$ cat config.mk
export PLATFORM = sky130hd
export DESIGN_NAME = linear_probe_hash_with_rehash_flat
export DESIGN_NICKNAME = d
export VERILOG_FILES = /design/src/rtl/core/lph_pkg.sv /design/src/rtl/core/lph_in_if.sv /design/src/rtl/core/lph_out_if.sv /design/src/rtl/core/lph_mod.sv /design/src/rtl/core/lph_ctrl.sv /design/src/rtl/core/linear_probe_hash_with_rehash.sv /design/src/flat_wrapper.sv
export VERILOG_INCLUDE_DIRS = /design/src /design/src/rtl/core
export SDC_FILE = /design/constraint.sdc
export NUM_CORES = 2
export LEC_CHECK = 0
export BUFFER_PORTS_ARGS = -buffer_cell sky130_fd_sc_hd__clkbuf_2
export CAP_MARGIN = 20
export CORE_ASPECT_RATIO = 1.25
export CORE_UTILIZATION = 40
export DETAILED_ROUTE_END_ITERATION = 16
export GPL_TIMING_DRIVEN = 0
export HOLD_SLACK_MARGIN = 0.12
export PLACE_DENSITY = 0.6
export SLEW_MARGIN = 20
export SYNTH_ARGS = -nofsm -noshare
export SYNTH_HDL_FRONTEND = slang
export SYNTH_SLANG_ARGS = --single-unit
$ cat constraint.sdc
create_clock -name clk -period 8.5 [get_ports clk]
set_clock_uncertainty 0.2 [all_clocks]
set_input_delay 1.7 -clock clk [delete_from_list [all_inputs] [get_ports clk]]
set_output_delay 1.7 -clock clk [all_outputs]
set_load 0.05 [all_outputs]
$ cat src/rtl/core/linear_probe_hash_with_rehash_macros.svh
// Assertion macros for the linear probe hash block.
// Used by the top level only; depends on signals clk and rst_n in scope.
`ifndef LINEAR_PROBE_HASH_WITH_REHASH_MACROS_SVH
`define LINEAR_PROBE_HASH_WITH_REHASH_MACROS_SVH
`ifndef NO_ASSERTIONS
// same-cycle implication
`define LPH_ASSERT_IMP(lbl, ante, cons, msg) \
  lbl: assert property (@(posedge clk) disable iff (!rst_n) (ante) |-> (cons)) \
    else $error(msg);
// next-cycle implication
`define LPH_ASSERT_NXT(lbl, ante, cons, msg) \
  lbl: assert property (@(posedge clk) disable iff (!rst_n) (ante) |=> (cons)) \
    else $error(msg);
`else
`define LPH_ASSERT_IMP(lbl, ante, cons, msg)
`define LPH_ASSERT_NXT(lbl, ante, cons, msg)
`endif
`endif

$ cat src/rtl/core/lph_pkg.sv
// Package for the linear probe hash block: codes, slot encodings, FSM states.
// No dependencies.
`timescale 1ns / 1ps

package lph_pkg;

  localparam int KEY_W  = 31;
  localparam int CMD_W  = 2;
  localparam int SLOT_W = 5;

  localparam logic [CMD_W-1:0] CMD_INSERT = 2'd0;
  localparam logic [CMD_W-1:0] CMD_DELETE = 2'd1;
  localparam logic [CMD_W-1:0] CMD_SEARCH = 2'd2;

  localparam logic [31:0] SLOT_EMPTY   = 32'h0000_0000;
  localparam logic [31:0] SLOT_DELETED = 32'hFFFF_FFFF;

  typedef enum logic [1:0] {
    ST_OK        = 2'd0,
    ST_NOT_FOUND = 2'd1,
    ST_FULL      = 2'd2
  } status_t;

  typedef struct packed {
    status_t             status;
    logic [SLOT_W-1:0]   slot;
    logic                big;
  } res_t;

  typedef enum logic [3:0] {
    S_CLEAR,
    S_IDLE,
    S_MODK,
    S_PRD,
    S_PCHK,
    S_MIG_RD,
    S_MIG_CHK,
    S_MIG_NEXT,
    S_DONE
  } state_t;

endpackage

$ cat src/rtl/core/lph_in_if.sv
// Command channel interface: valid/ready plus cmd and key.
// Depends on lph_pkg for field widths.
`timescale 1ns / 1ps

interface lph_in_if;
  logic                          valid;
  logic                          ready;
  logic [lph_pkg::CMD_W-1:0]     cmd;
  logic [lph_pkg::KEY_W-1:0]     key;

  modport source (output valid, output cmd, output key, input ready);
  modport sink   (input valid, input cmd, input key, output ready);
endinterface

$ cat src/rtl/core/lph_out_if.sv
// Result channel interface: valid/ready plus status, slot and table flag.
// Depends on lph_pkg for field widths.
`timescale 1ns / 1ps

interface lph_out_if;
  logic                          valid;
  logic                          ready;
  logic [1:0]                    status;
  logic [lph_pkg::SLOT_W-1:0]    slot;
  logic                          in_big_table;

  modport source (output valid, output status, output slot, output in_big_table, input ready);
  modport sink   (input valid, input status, input slot, input in_big_table, output ready);
endinterface

$ cat src/rtl/core/lph_mod.sv
// Shared remainder unit: 31-bit value mod one of two fixed divisors, by
// reciprocal multiplication. Depends on lph_pkg.
`timescale 1ns / 1ps

module lph_mod #(
  parameter int DW      = 5,
  parameter int D_SMALL = 8,
  parameter int D_BIG   = 17
) (
  input  logic                      clk,
  input  logic                      rst_n,
  input  logic                      start,
  input  logic [lph_pkg::KEY_W-1:0] dvd,
  input  logic                      big,
  output logic                      done,
  output logic [DW-1:0]             rem
);

  localparam int KW = lph_pkg::KEY_W;
  localparam int PW = KW + 32;

  // q = (n * m) >> s with m = ceil(2^s / d), s = KW + clog2(d); exact for n < 2^KW
  localparam int SH_S = KW + $clog2(D_SMALL);
  localparam int SH_B = KW + $clog2(D_BIG);
  localparam logic [63:0] MAG_S64 = ((64'd1 << SH_S) + 64'(D_SMALL) - 64'd1) / 64'(D_SMALL);
  localparam logic [63:0] MAG_B64 = ((64'd1 << SH_B) + 64'(D_BIG) - 64'd1) / 64'(D_BIG);
  localparam logic [31:0] MAG_S = MAG_S64[31:0];
  localparam logic [31:0] MAG_B = MAG_B64[31:0];
  localparam logic [DW-1:0] DIV_S = DW'(D_SMALL);
  localparam logic [DW-1:0] DIV_B = DW'(D_BIG);

  logic [KW-1:0] dvd_r;
  logic          big_r;
  logic [PW-1:0] prod_r;
  logic [KW-1:0] qd_r;
  logic [DW-1:0] rem_r;
  logic [2:0]    stg_r;
  logic          done_r;
  logic [31:0]   mag;
  logic [DW-1:0] div_c;
  logic [PW-1:0] prod;
  logic [KW-1:0] quo;
  logic [KW-1:0] qd;
  logic [KW-1:0] diff;

  assign mag   = big_r ? MAG_B : MAG_S;
  assign div_c = big_r ? DIV_B : DIV_S;
  assign prod  = {32'd0, dvd_r} * {31'd0, mag};
  assign quo   = big_r ? KW'(prod_r >> SH_B) : KW'(prod_r >> SH_S);
  assign qd    = quo * KW'(div_c);
  assign diff  = dvd_r - qd_r;

  // step marker: multiply, quotient times divisor, subtract
  always_ff @(posedge clk) begin
    if (!rst_n) begin
      stg_r  <= '0;
      done_r <= 1'b0;
    end else begin
      stg_r  <= {stg_r[1:0], start};
      done_r <= stg_r[2];
    end
  end

  always_ff @(posedge clk) begin
    if (start) begin
      dvd_r <= dvd;
      big_r <= big;
    end
    if (stg_r[0]) prod_r <= prod;
    if (stg_r[1]) qd_r <= qd;
    if (stg_r[2]) rem_r <= diff[DW-1:0];
  end

  assign done = done_r;
  assign rem  = rem_r;

endmodule

$ cat src/rtl/core/lph_ctrl.sv
// Sequencer and table memories for the linear probe hash block.
// Depends on lph_pkg and lph_mod.
`timescale 1ns / 1ps

module lph_ctrl #(
  parameter int SMALL_SIZE  = 8,
  parameter int BIG_MODULUS = 17
) (
  input  logic                       clk,
  input  logic                       rst_n,
  input  logic                       in_valid,
  output logic                       in_ready,
  input  logic [lph_pkg::CMD_W-1:0]  in_cmd,
  input  logic [lph_pkg::KEY_W-1:0]  in_key,
  output logic                       res_valid,
  input  logic                       res_ready,
  output lph_pkg::res_t              res
);

  localparam int MAXD = (SMALL_SIZE > BIG_MODULUS) ? SMALL_SIZE : BIG_MODULUS;
  localparam int IW   = $clog2(MAXD);
  localparam int SW   = $clog2(SMALL_SIZE);
  localparam int BW   = $clog2(BIG_MODULUS);
  localparam int DW   = $clog2(MAXD + 1);

  localparam logic [IW-1:0] SMALL_LAST   = IW'(SMALL_SIZE - 1);
  localparam logic [IW-1:0] BIG_LAST     = IW'(BIG_MODULUS - 1);
  localparam logic [IW-1:0] MAX_LAST     = IW'(MAXD - 1);
  localparam logic [SW-1:0] SMALL_LAST_S = SW'(SMALL_SIZE - 1);

  lph_pkg::state_t state_r, state_nxt;

  logic [IW-1:0]              idx_r, idx_nxt;
  logic [IW-1:0]              cnt_r, cnt_nxt;
  logic [SW-1:0]              mi_r, mi_nxt;
  logic [31:0]                mval_r, mval_nxt;
  logic [lph_pkg::KEY_W-1:0]  key_r, key_nxt;
  logic [lph_pkg::CMD_W-1:0]  cmd_r, cmd_nxt;
  logic                       sel_r, sel_nxt;
  logic                       free_r, free_nxt;
  logic                       mig_r, mig_nxt;
  logic                       big_r, big_nxt;
  lph_pkg::status_t           status_r, status_nxt;
  logic [lph_pkg::SLOT_W-1:0] slot_r, slot_nxt;

  logic                       mod_start;
  logic [lph_pkg::KEY_W-1:0]  mod_dvd;
  logic                       mod_big;
  logic                       mod_done;
  logic [DW-1:0]              mod_rem;

  logic [31:0] small_mem [SMALL_SIZE];
  logic [31:0] big_mem   [BIG_MODULUS];
  logic [31:0] sm_q, bg_q;
  logic [SW-1:0] sm_addr;
  logic [BW-1:0] bg_addr;
  logic          sm_we, bg_we;
  logic [31:0]   wdata;

  logic [31:0]   rdata;
  logic [IW-1:0] size_last;
  logic          free_hit, key_hit, sm_live, cmd_ok;

  lph_mod #(
    .DW      (DW),
    .D_SMALL (SMALL_SIZE),
    .D_BIG   (BIG_MODULUS)
  ) u_mod (
    .clk   (clk),
    .rst_n (rst_n),
    .start (mod_start),
    .dvd   (mod_dvd),
    .big   (mod_big),
    .done  (mod_done),
    .rem   (mod_rem)
  );

  // tables: one port each, registered read
  assign sm_addr = (state_r == lph_pkg::S_MIG_RD) ? mi_r : idx_r[SW-1:0];
  assign bg_addr = idx_r[BW-1:0];

  always_ff @(posedge clk) begin
    if (sm_we) small_mem[sm_addr] <= wdata;
    sm_q <= small_mem[sm_addr];
  end

  always_ff @(posedge clk) begin
    if (bg_we) big_mem[bg_addr] <= wdata;
    bg_q <= big_mem[bg_addr];
  end

  assign rdata     = sel_r ? bg_q : sm_q;
  assign size_last = sel_r ? BIG_LAST : SMALL_LAST;
  assign free_hit  = (rdata == lph_pkg::SLOT_EMPTY) || (rdata == lph_pkg::SLOT_DELETED);
  assign key_hit   = (rdata == {1'b0, key_r});
  assign sm_live   = (sm_q != lph_pkg::SLOT_EMPTY) && (sm_q != lph_pkg::SLOT_DELETED);
  assign cmd_ok    = (in_cmd == lph_pkg::CMD_INSERT) || (in_cmd == lph_pkg::CMD_DELETE) ||
                     (in_cmd == lph_pkg::CMD_SEARCH);

  always_ff @(posedge clk) begin
    if (!rst_n) begin
      state_r <= lph_pkg::S_CLEAR;
      idx_r   <= '0;
      mig_r   <= 1'b0;
      big_r   <= 1'b0;
    end else begin
      state_r <= state_nxt;
      idx_r   <= idx_nxt;
      mig_r   <= mig_nxt;
      big_r   <= big_nxt;
    end
  end

  always_ff @(posedge clk) begin
    cnt_r    <= cnt_nxt;
    mi_r     <= mi_nxt;
    mval_r   <= mval_nxt;
    key_r    <= key_nxt;
    cmd_r    <= cmd_nxt;
    sel_r    <= sel_nxt;
    free_r   <= free_nxt;
    status_r <= status_nxt;
    slot_r   <= slot_nxt;
  end

  always_comb begin
    state_nxt  = state_r;
    idx_nxt    = idx_r;
    cnt_nxt    = cnt_r;
    mi_nxt     = mi_r;
    mval_nxt   = mval_r;
    key_nxt    = key_r;
    cmd_nxt    = cmd_r;
    sel_nxt    = sel_r;
    free_nxt   = free_r;
    mig_nxt    = mig_r;
    big_nxt    = big_r;
    status_nxt = status_r;
    slot_nxt   = slot_r;
    mod_start  = 1'b0;
    mod_dvd    = key_r;
    mod_big    = 1'b1;
    sm_we      = 1'b0;
    bg_we      = 1'b0;
    wdata      = lph_pkg::SLOT_EMPTY;

    unique case (state_r)
      lph_pkg::S_CLEAR: begin
        sm_we = (idx_r <= SMALL_LAST);
        bg_we = (idx_r <= BIG_LAST);
        if (idx_r == MAX_LAST) begin
          idx_nxt   = '0;
          state_nxt = lph_pkg::S_IDLE;
        end else begin
          idx_nxt = idx_r + 1'b1;
        end
      end

      lph_pkg::S_IDLE: begin
        if (in_valid) begin
          cmd_nxt = in_cmd;
          key_nxt = in_key;
          if ((in_key == '0) || !cmd_ok) begin
            status_nxt = lph_pkg::ST_NOT_FOUND;
            slot_nxt   = '0;
            state_nxt  = lph_pkg::S_DONE;
          end else begin
            sel_nxt   = big_r;
            free_nxt  = (in_cmd == lph_pkg::CMD_INSERT);
            mod_start = 1'b1;
            mod_dvd   = in_key;
            mod_big   = big_r;
            state_nxt = lph_pkg::S_MODK;
          end
        end
      end

      lph_pkg::S_MODK: begin
        if (mod_done) begin
          idx_nxt   = mod_rem[IW-1:0];
          cnt_nxt   = '0;
          state_nxt = lph_pkg::S_PRD;
        end
      end

      lph_pkg::S_PRD: state_nxt = lph_pkg::S_PCHK;

      lph_pkg::S_PCHK: begin
        if (free_r ? free_hit : key_hit) begin
          if (free_r) begin
            wdata = mig_r ? mval_r : {1'b0, key_r};
            sm_we = !sel_r;
            bg_we = sel_r;
          end else if (cmd_r == lph_pkg::CMD_DELETE) begin
            wdata = lph_pkg::SLOT_DELETED;
            sm_we = !sel_r;
            bg_we = sel_r;
          end
          if (mig_r) begin
            state_nxt = lph_pkg::S_MIG_NEXT;
          end else begin
            status_nxt = lph_pkg::ST_OK;
            slot_nxt   = lph_pkg::SLOT_W'(idx_r);
            state_nxt  = lph_pkg::S_DONE;
          end
        end else if (cnt_r == size_last) begin
          if (mig_r) begin
            // no room in the big table: key dropped
            state_nxt = lph_pkg::S_MIG_NEXT;
          end else if (free_r && !sel_r) begin
            mig_nxt   = 1'b1;
            mi_nxt    = '0;
            state_nxt = lph_pkg::S_MIG_RD;
          end else begin
            status_nxt = free_r ? lph_pkg::ST_FULL : lph_pkg::ST_NOT_FOUND;
            slot_nxt   = '0;
            state_nxt  = lph_pkg::S_DONE;
          end
        end else begin
          idx_nxt   = (idx_r == size_last) ? '0 : idx_r + 1'b1;
          cnt_nxt   = cnt_r + 1'b1;
          state_nxt = lph_pkg::S_PRD;
        end
      end

      lph_pkg::S_MIG_RD: state_nxt = lph_pkg::S_MIG_CHK;

      lph_pkg::S_MIG_CHK: begin
        if (sm_live) begin
          mval_nxt  = sm_q;
          sel_nxt   = 1'b1;
          mod_start = 1'b1;
          mod_dvd   = sm_q[lph_pkg::KEY_W-1:0];
          state_nxt = lph_pkg::S_MODK;
        end else begin
          state_nxt = lph_pkg::S_MIG_NEXT;
        end
      end

      lph_pkg::S_MIG_NEXT: begin
        if (mi_r == SMALL_LAST_S) begin
          // migration over: insert the pending key into the big table
          mig_nxt   = 1'b0;
          big_nxt   = 1'b1;
          sel_nxt   = 1'b1;
          mod_start = 1'b1;
          state_nxt = lph_pkg::S_MODK;
        end else begin
          mi_nxt    = mi_r + 1'b1;
          state_nxt = lph_pkg::S_MIG_RD;
        end
      end

      lph_pkg::S_DONE: begin
        if (res_ready) state_nxt = lph_pkg::S_IDLE;
      end

      default: state_nxt = lph_pkg::S_IDLE;
    endcase
  end

  assign in_ready   = (state_r == lph_pkg::S_IDLE);
  assign res_valid  = (state_r == lph_pkg::S_DONE);
  assign res.status = status_r;
  assign res.slot   = slot_r;
  assign res.big    = big_r;

endmodule

$ cat src/rtl/core/linear_probe_hash_with_rehash.sv
// Linear probe hash table with one-time rehash. An item runs through the key
// remainder, a read and a check per probed slot, and the hand-over; key zero
// goes straight to hand-over. Migration reads and checks each small slot and
// rehashes and probes each live key. One item at a time: the next item is
// taken in the cycle after the result leaves the core. Reset (sync, active
// low) runs a clearing pass over both tables before the first item is taken.
`timescale 1ns / 1ps
`include "linear_probe_hash_with_rehash_macros.svh"

module linear_probe_hash_with_rehash #(
  parameter int SMALL_SIZE  = 8,
  parameter int BIG_MODULUS = 17
) (
  input  logic      clk,
  input  logic      rst_n,
  lph_in_if.sink    in_ch,
  lph_out_if.source out_ch
);

  // sequencer side of the result path
  logic          res_valid;
  logic          res_ready;
  lph_pkg::res_t res;

  // output register parts the result channel from the sequencer
  logic                       out_valid_r;
  logic [1:0]                 out_status_r;
  logic [lph_pkg::SLOT_W-1:0] out_slot_r;
  logic                       out_big_r;

  lph_ctrl #(
    .SMALL_SIZE  (SMALL_SIZE),
    .BIG_MODULUS (BIG_MODULUS)
  ) u_ctrl (
    .clk       (clk),
    .rst_n     (rst_n),
    .in_valid  (in_ch.valid),
    .in_ready  (in_ch.ready),
    .in_cmd    (in_ch.cmd),
    .in_key    (in_ch.key),
    .res_valid (res_valid),
    .res_ready (res_ready),
    .res       (res)
  );

  // a finished item moves on once the output register is free or draining
  assign res_ready = !out_valid_r || out_ch.ready;

  always_ff @(posedge clk) begin
    if (!rst_n) begin
      out_valid_r <= 1'b0;
    end else if (res_valid && res_ready) begin
      out_valid_r <= 1'b1;
    end else if (out_ch.ready) begin
      out_valid_r <= 1'b0;
    end
  end

  always_ff @(posedge clk) begin
    if (res_valid && res_ready) begin
      out_status_r <= res.status;
      out_slot_r   <= res.slot;
      out_big_r    <= res.big;
    end
  end

  assign out_ch.valid        = out_valid_r;
  assign out_ch.status       = out_status_r;
  assign out_ch.slot         = out_slot_r;
  assign out_ch.in_big_table = out_big_r;

  // checks
  `LPH_ASSERT_NXT(a_busy_after_accept, in_ch.valid && in_ch.ready, !in_ch.ready, "ready after accept")
  `LPH_ASSERT_NXT(a_big_sticky, res.big, res.big, "big table flag dropped")
  `LPH_ASSERT_IMP(a_slot_zero, res_valid && (res.status != lph_pkg::ST_OK), res.slot == '0, "slot not zero on failure")
  `LPH_ASSERT_IMP(a_full_big, res_valid && (res.status == lph_pkg::ST_FULL), res.big, "full without big table")

endmodule
$ cat src/flat_wrapper.sv
// flat-port wrapper written by rule: the top's interface ports become plain ports
module linear_probe_hash_with_rehash_flat 
#(
  parameter int SMALL_SIZE  = 8,
  parameter int BIG_MODULUS = 17
)
  (clk, rst_n, in_ch_valid, in_ch_cmd, in_ch_key, in_ch_ready, out_ch_valid, out_ch_status, out_ch_slot, out_ch_in_big_table, out_ch_ready);
  lph_in_if in_ch_i ();
  lph_out_if out_ch_i ();
  input  logic clk;
  input  logic rst_n;
  input wire logic [$bits(in_ch_i.valid)-1:0] in_ch_valid;
  input wire logic [$bits(in_ch_i.cmd)-1:0] in_ch_cmd;
  input wire logic [$bits(in_ch_i.key)-1:0] in_ch_key;
  output wire logic [$bits(in_ch_i.ready)-1:0] in_ch_ready;
  output wire logic [$bits(out_ch_i.valid)-1:0] out_ch_valid;
  output wire logic [$bits(out_ch_i.status)-1:0] out_ch_status;
  output wire logic [$bits(out_ch_i.slot)-1:0] out_ch_slot;
  output wire logic [$bits(out_ch_i.in_big_table)-1:0] out_ch_in_big_table;
  input wire logic [$bits(out_ch_i.ready)-1:0] out_ch_ready;
  assign in_ch_i.valid = in_ch_valid;
  assign in_ch_i.cmd = in_ch_cmd;
  assign in_ch_i.key = in_ch_key;
  assign in_ch_ready = in_ch_i.ready;
  assign out_ch_valid = out_ch_i.valid;
  assign out_ch_status = out_ch_i.status;
  assign out_ch_slot = out_ch_i.slot;
  assign out_ch_in_big_table = out_ch_i.in_big_table;
  assign out_ch_i.ready = out_ch_ready;
  linear_probe_hash_with_rehash #(.SMALL_SIZE(SMALL_SIZE), .BIG_MODULUS(BIG_MODULUS)) u_core (.clk(clk), .rst_n(rst_n), .in_ch(in_ch_i), .out_ch(out_ch_i));
endmodule
==> out/qor.yml <==
clock_network:
  cts_max_path_buffers: 3
  ctsRootBufferMaster: "clkbuf_16"
  cts_buffers: 98
  postCtsHoldBufs: 0
  tritoncts: "yes"
  clock_sinks: 1019
  clkTransAtPathRegs_ns: 0.06
  clk_latency_ns: 0.68
  htree_levels: 3
sta:
  setup_tns_ns: 0
  fmaxAchievable_mhz: 124
  hold_ws_ns: 0.220
  setup_viol: 0
  setup_ws_ns: 0.448
  maxSlewHeadroom_pct: 26.9
  hold_violations: 0
  rsz0062_at_grt: "false"
  worstMarginPinSlew_ns: 1.10
  fin_crit_ns: 8.05
  min_period_over_period_pct: 94.7
  slew_violations: 0
finish:
  layout-drive-gt1-share_pct: 15.8
  instances_no_fill: 4888
  postLayoutCellArea_mm2: 0.0544
  final_cell_mix: "edfxtp_1 (939), inv_1 (349), nand2_1 (231), ha_1 (217), fa_1 (195)"
  fin_util_pct: 46.1
  area_growth_pct: 14.0
  final_nets: 3677
  mostFrequentLayoutCell: "edfxtp_1"
synth:
  synth_edf_count: 939
  synth.avg_cell_area_um2: 15.8
  yosys_warnings: 0
  synthDistinctLibCells: 61
  synth_cells: 3016
  synth.net_count: 3466
  synth_top_area_cell: "edfxtp_1"
  ys_ff_latch: 1019
  ys_seq_area_share_pct: 62.4
  synth_area_leaders: "edfxtp_1 (59%), fa_1 (8.2%), mux4_2 (7.5%), ha_1 (5.7%), dfxtp_1 (3.4%)"
  syn_area_mm2: 0.0477
  ys.flop_type: "edfxtp_1"
  ys_async_sr_fraction_pct: 0
  synth_top_cell_area_share_pct: 59.1
detailed_routing:
  viasPerCell: 5.45
  dr.pass1.iters: 6
  post-route-drc-count: 0
  avgRoutedWirePerCell_um: 26.8
  drt_wl_total_um: 131000
  vias: 26600
  drt_iter0_drc: 2428
  ant_nets: 0
setup_path:
  critical_path.max_stage_delay_ns: 0.55
  arrival_ns: 8.28
  endpoint_kind: "register"
  start_kind: "register"
  crit_fanout: 10
  cp_common_cell: "fa_1"
  critPathLaunch: "u_core.u_ctrl.u_mod.big_r"
  r2r_cells: 26
  cpMaxStageDelayCell: "fa_1"
  r2r-start: "u_core.u_ctrl.u_mod.big_r"
  crit_type: "reg2reg"
  worst_ep_required_time_ns: 8.73
job:
  max_cap_viol_count: 0
place:
  dp_hpwl_um: 97100
  dpl-instance-area_mm2: 0.0511
  dp.cells: 4699
  dp_slack_ns: -1.28
  io_buffer_count: 46
  globalplace.congestion: 0.956
min_path:
  hp-class: "reg2reg"
  worstHoldPathCells: 0
  min-delay-start: "u_core.u_ctrl.slot_r[4]"
floorplanning:
  fp.coreArea_mm2: 0.118
  die_w_um: 311
  ioPinCount: 47
  die-area_mm2: 0.121
  placementRows: 141
  initial_utilization_pct: 40.4
  die_y_um: 388
power:
  power_density_mw_per_mm2: 198
  ir_drop_mv: 0.173
  leakage_nw: 21.1
  finalPower_mw: 10.8
grt:
  grt_usage_pct: 21.9
  grt_pass1_wl_um: 191000
  grt_pass1_vias: 27600
  antenna_found_initial: 11
  gr-total-overflow: 0
  grt_max_degree: 35
run_status:
  status: "complete, no violations"
==> timing repair <==
action | 4_1_cts | 5_1_grt
setup endpoints to repair | 7 | 5
setup buffers | 0 | 1
endpoints found under the hold margin | 0 | 0
gates resized for setup | 9 | 8
==> registers in the layout, summed over array words and instances, names as in the netlist, 3 cells and up <==
name	cells
u_core.u_ctrl.u_mod.dvd_r	31
u_core.u_ctrl.mi_r	3
u_core.u_ctrl.sm_q	32
u_core.u_ctrl.state_r	4
u_core.u_ctrl.cnt_r	5
u_core.u_ctrl.small_mem	256
u_core.u_ctrl.u_mod.rem	5
u_core.u_ctrl.mval_r	32
u_core.u_ctrl.bg_q	32
u_core.u_ctrl.bg_addr	5
u_core.u_ctrl.key_r	31
u_core.u_ctrl.u_mod.qd_r	5
u_core.u_ctrl.big_mem	544
u_core.u_ctrl.slot_r	5
u_core.out_ch.slot	5
u_core.u_ctrl.u_mod.stg_r	3
u_core.u_ctrl.u_mod.prod_r	7
==> cell families (layout without fill, tap and decap cells) <==
logic type / count (synthesis) / in the layout / synth area share (%)
flops: 1019 / 1019 / 62.4
xor+xnor: 75 / 75 / 1.38
simple gates: 506 / 506 / 5.10
mux: 230 / 230 / 9.03
compound gates: 310 / 310 / 4.49
buf+inv: 463 / 759 / 3.68
other cells: 0 / 3 / 0
fa+ha+maj: 413 / 413 / 13.9
==> routing by layer <==
layer	vias up	part of all wire (%)	track usage, %
met1	13700	38	26.7
met4	4	5.1	10.7
li1	11700	-	-
met2	979	51	38.4
met3	281	5.8	2.88
met5	-	0.020	0
==> cells in the mapped netlist (29+ instances only) <==
cell type and instances:
mux4_2 160, clkbuf_1 89, a22oi_1 151, a21oi_1 59
nand2_1 233, mux2i_1 66, nor2_1 45, fa_1 196
nand3_1 29, nor4_1 30, ha_1 217, edfxtp_1 939
inv_1 350, nand4_1 49, and2_1 33, xnor2_1 55
dfxtp_1 80
==> worst max-delay path, delay by kind of cell, from the launching register on <==
kind	cells	cell delay, ns
adder cells (fa/ha/maj)	9	3.88
AO/OA/AOI/OAI	6	1.32
buffers and inverters	7	1.01
AND/OR/NAND/NOR	3	0.92
flip-flops	1	0.41
XOR/XNOR	1	0.09
==> final timing paths <==
| kind | end | slack [ns] |
|---|---|---|
| max | u_core.u_ctrl.u_mod.prod_r[37] | 0.45 |
| min | u_core.out_ch.slot[4] | 0.22 |
| max reg2reg | u_core.u_ctrl.u_mod.prod_r[37] | 0.45 |
| min reg2reg | u_core.out_ch.slot[4] | 0.22 |
==> layout make-up <==
| type | instances | area [um^2] |
|---|---|---|
| fillers | 10300 | 63800 |
| flip-flops and latches | 1019 | 29800 |
| multi-input cells | 1534 | 16600 |
| clock buffers | 134 | 2770 |
| well taps | 1573 | 1970 |
| inverters | 353 | 1330 |
| repair buffers | 111 | 1070 |
| clock inverters | 51 | 474 |
| plain buffers | 110 | 452 |
| diodes | 3 | 7.51 |
==> power breakdown <==
group,leakage (nW),switching (mW),internal (mW)
Clock,1.58,1.87,2.50
Combinational,9.02,0.394,0.243
Sequential,10.5,0.171,5.59
(Power assumes the default switching activity.)
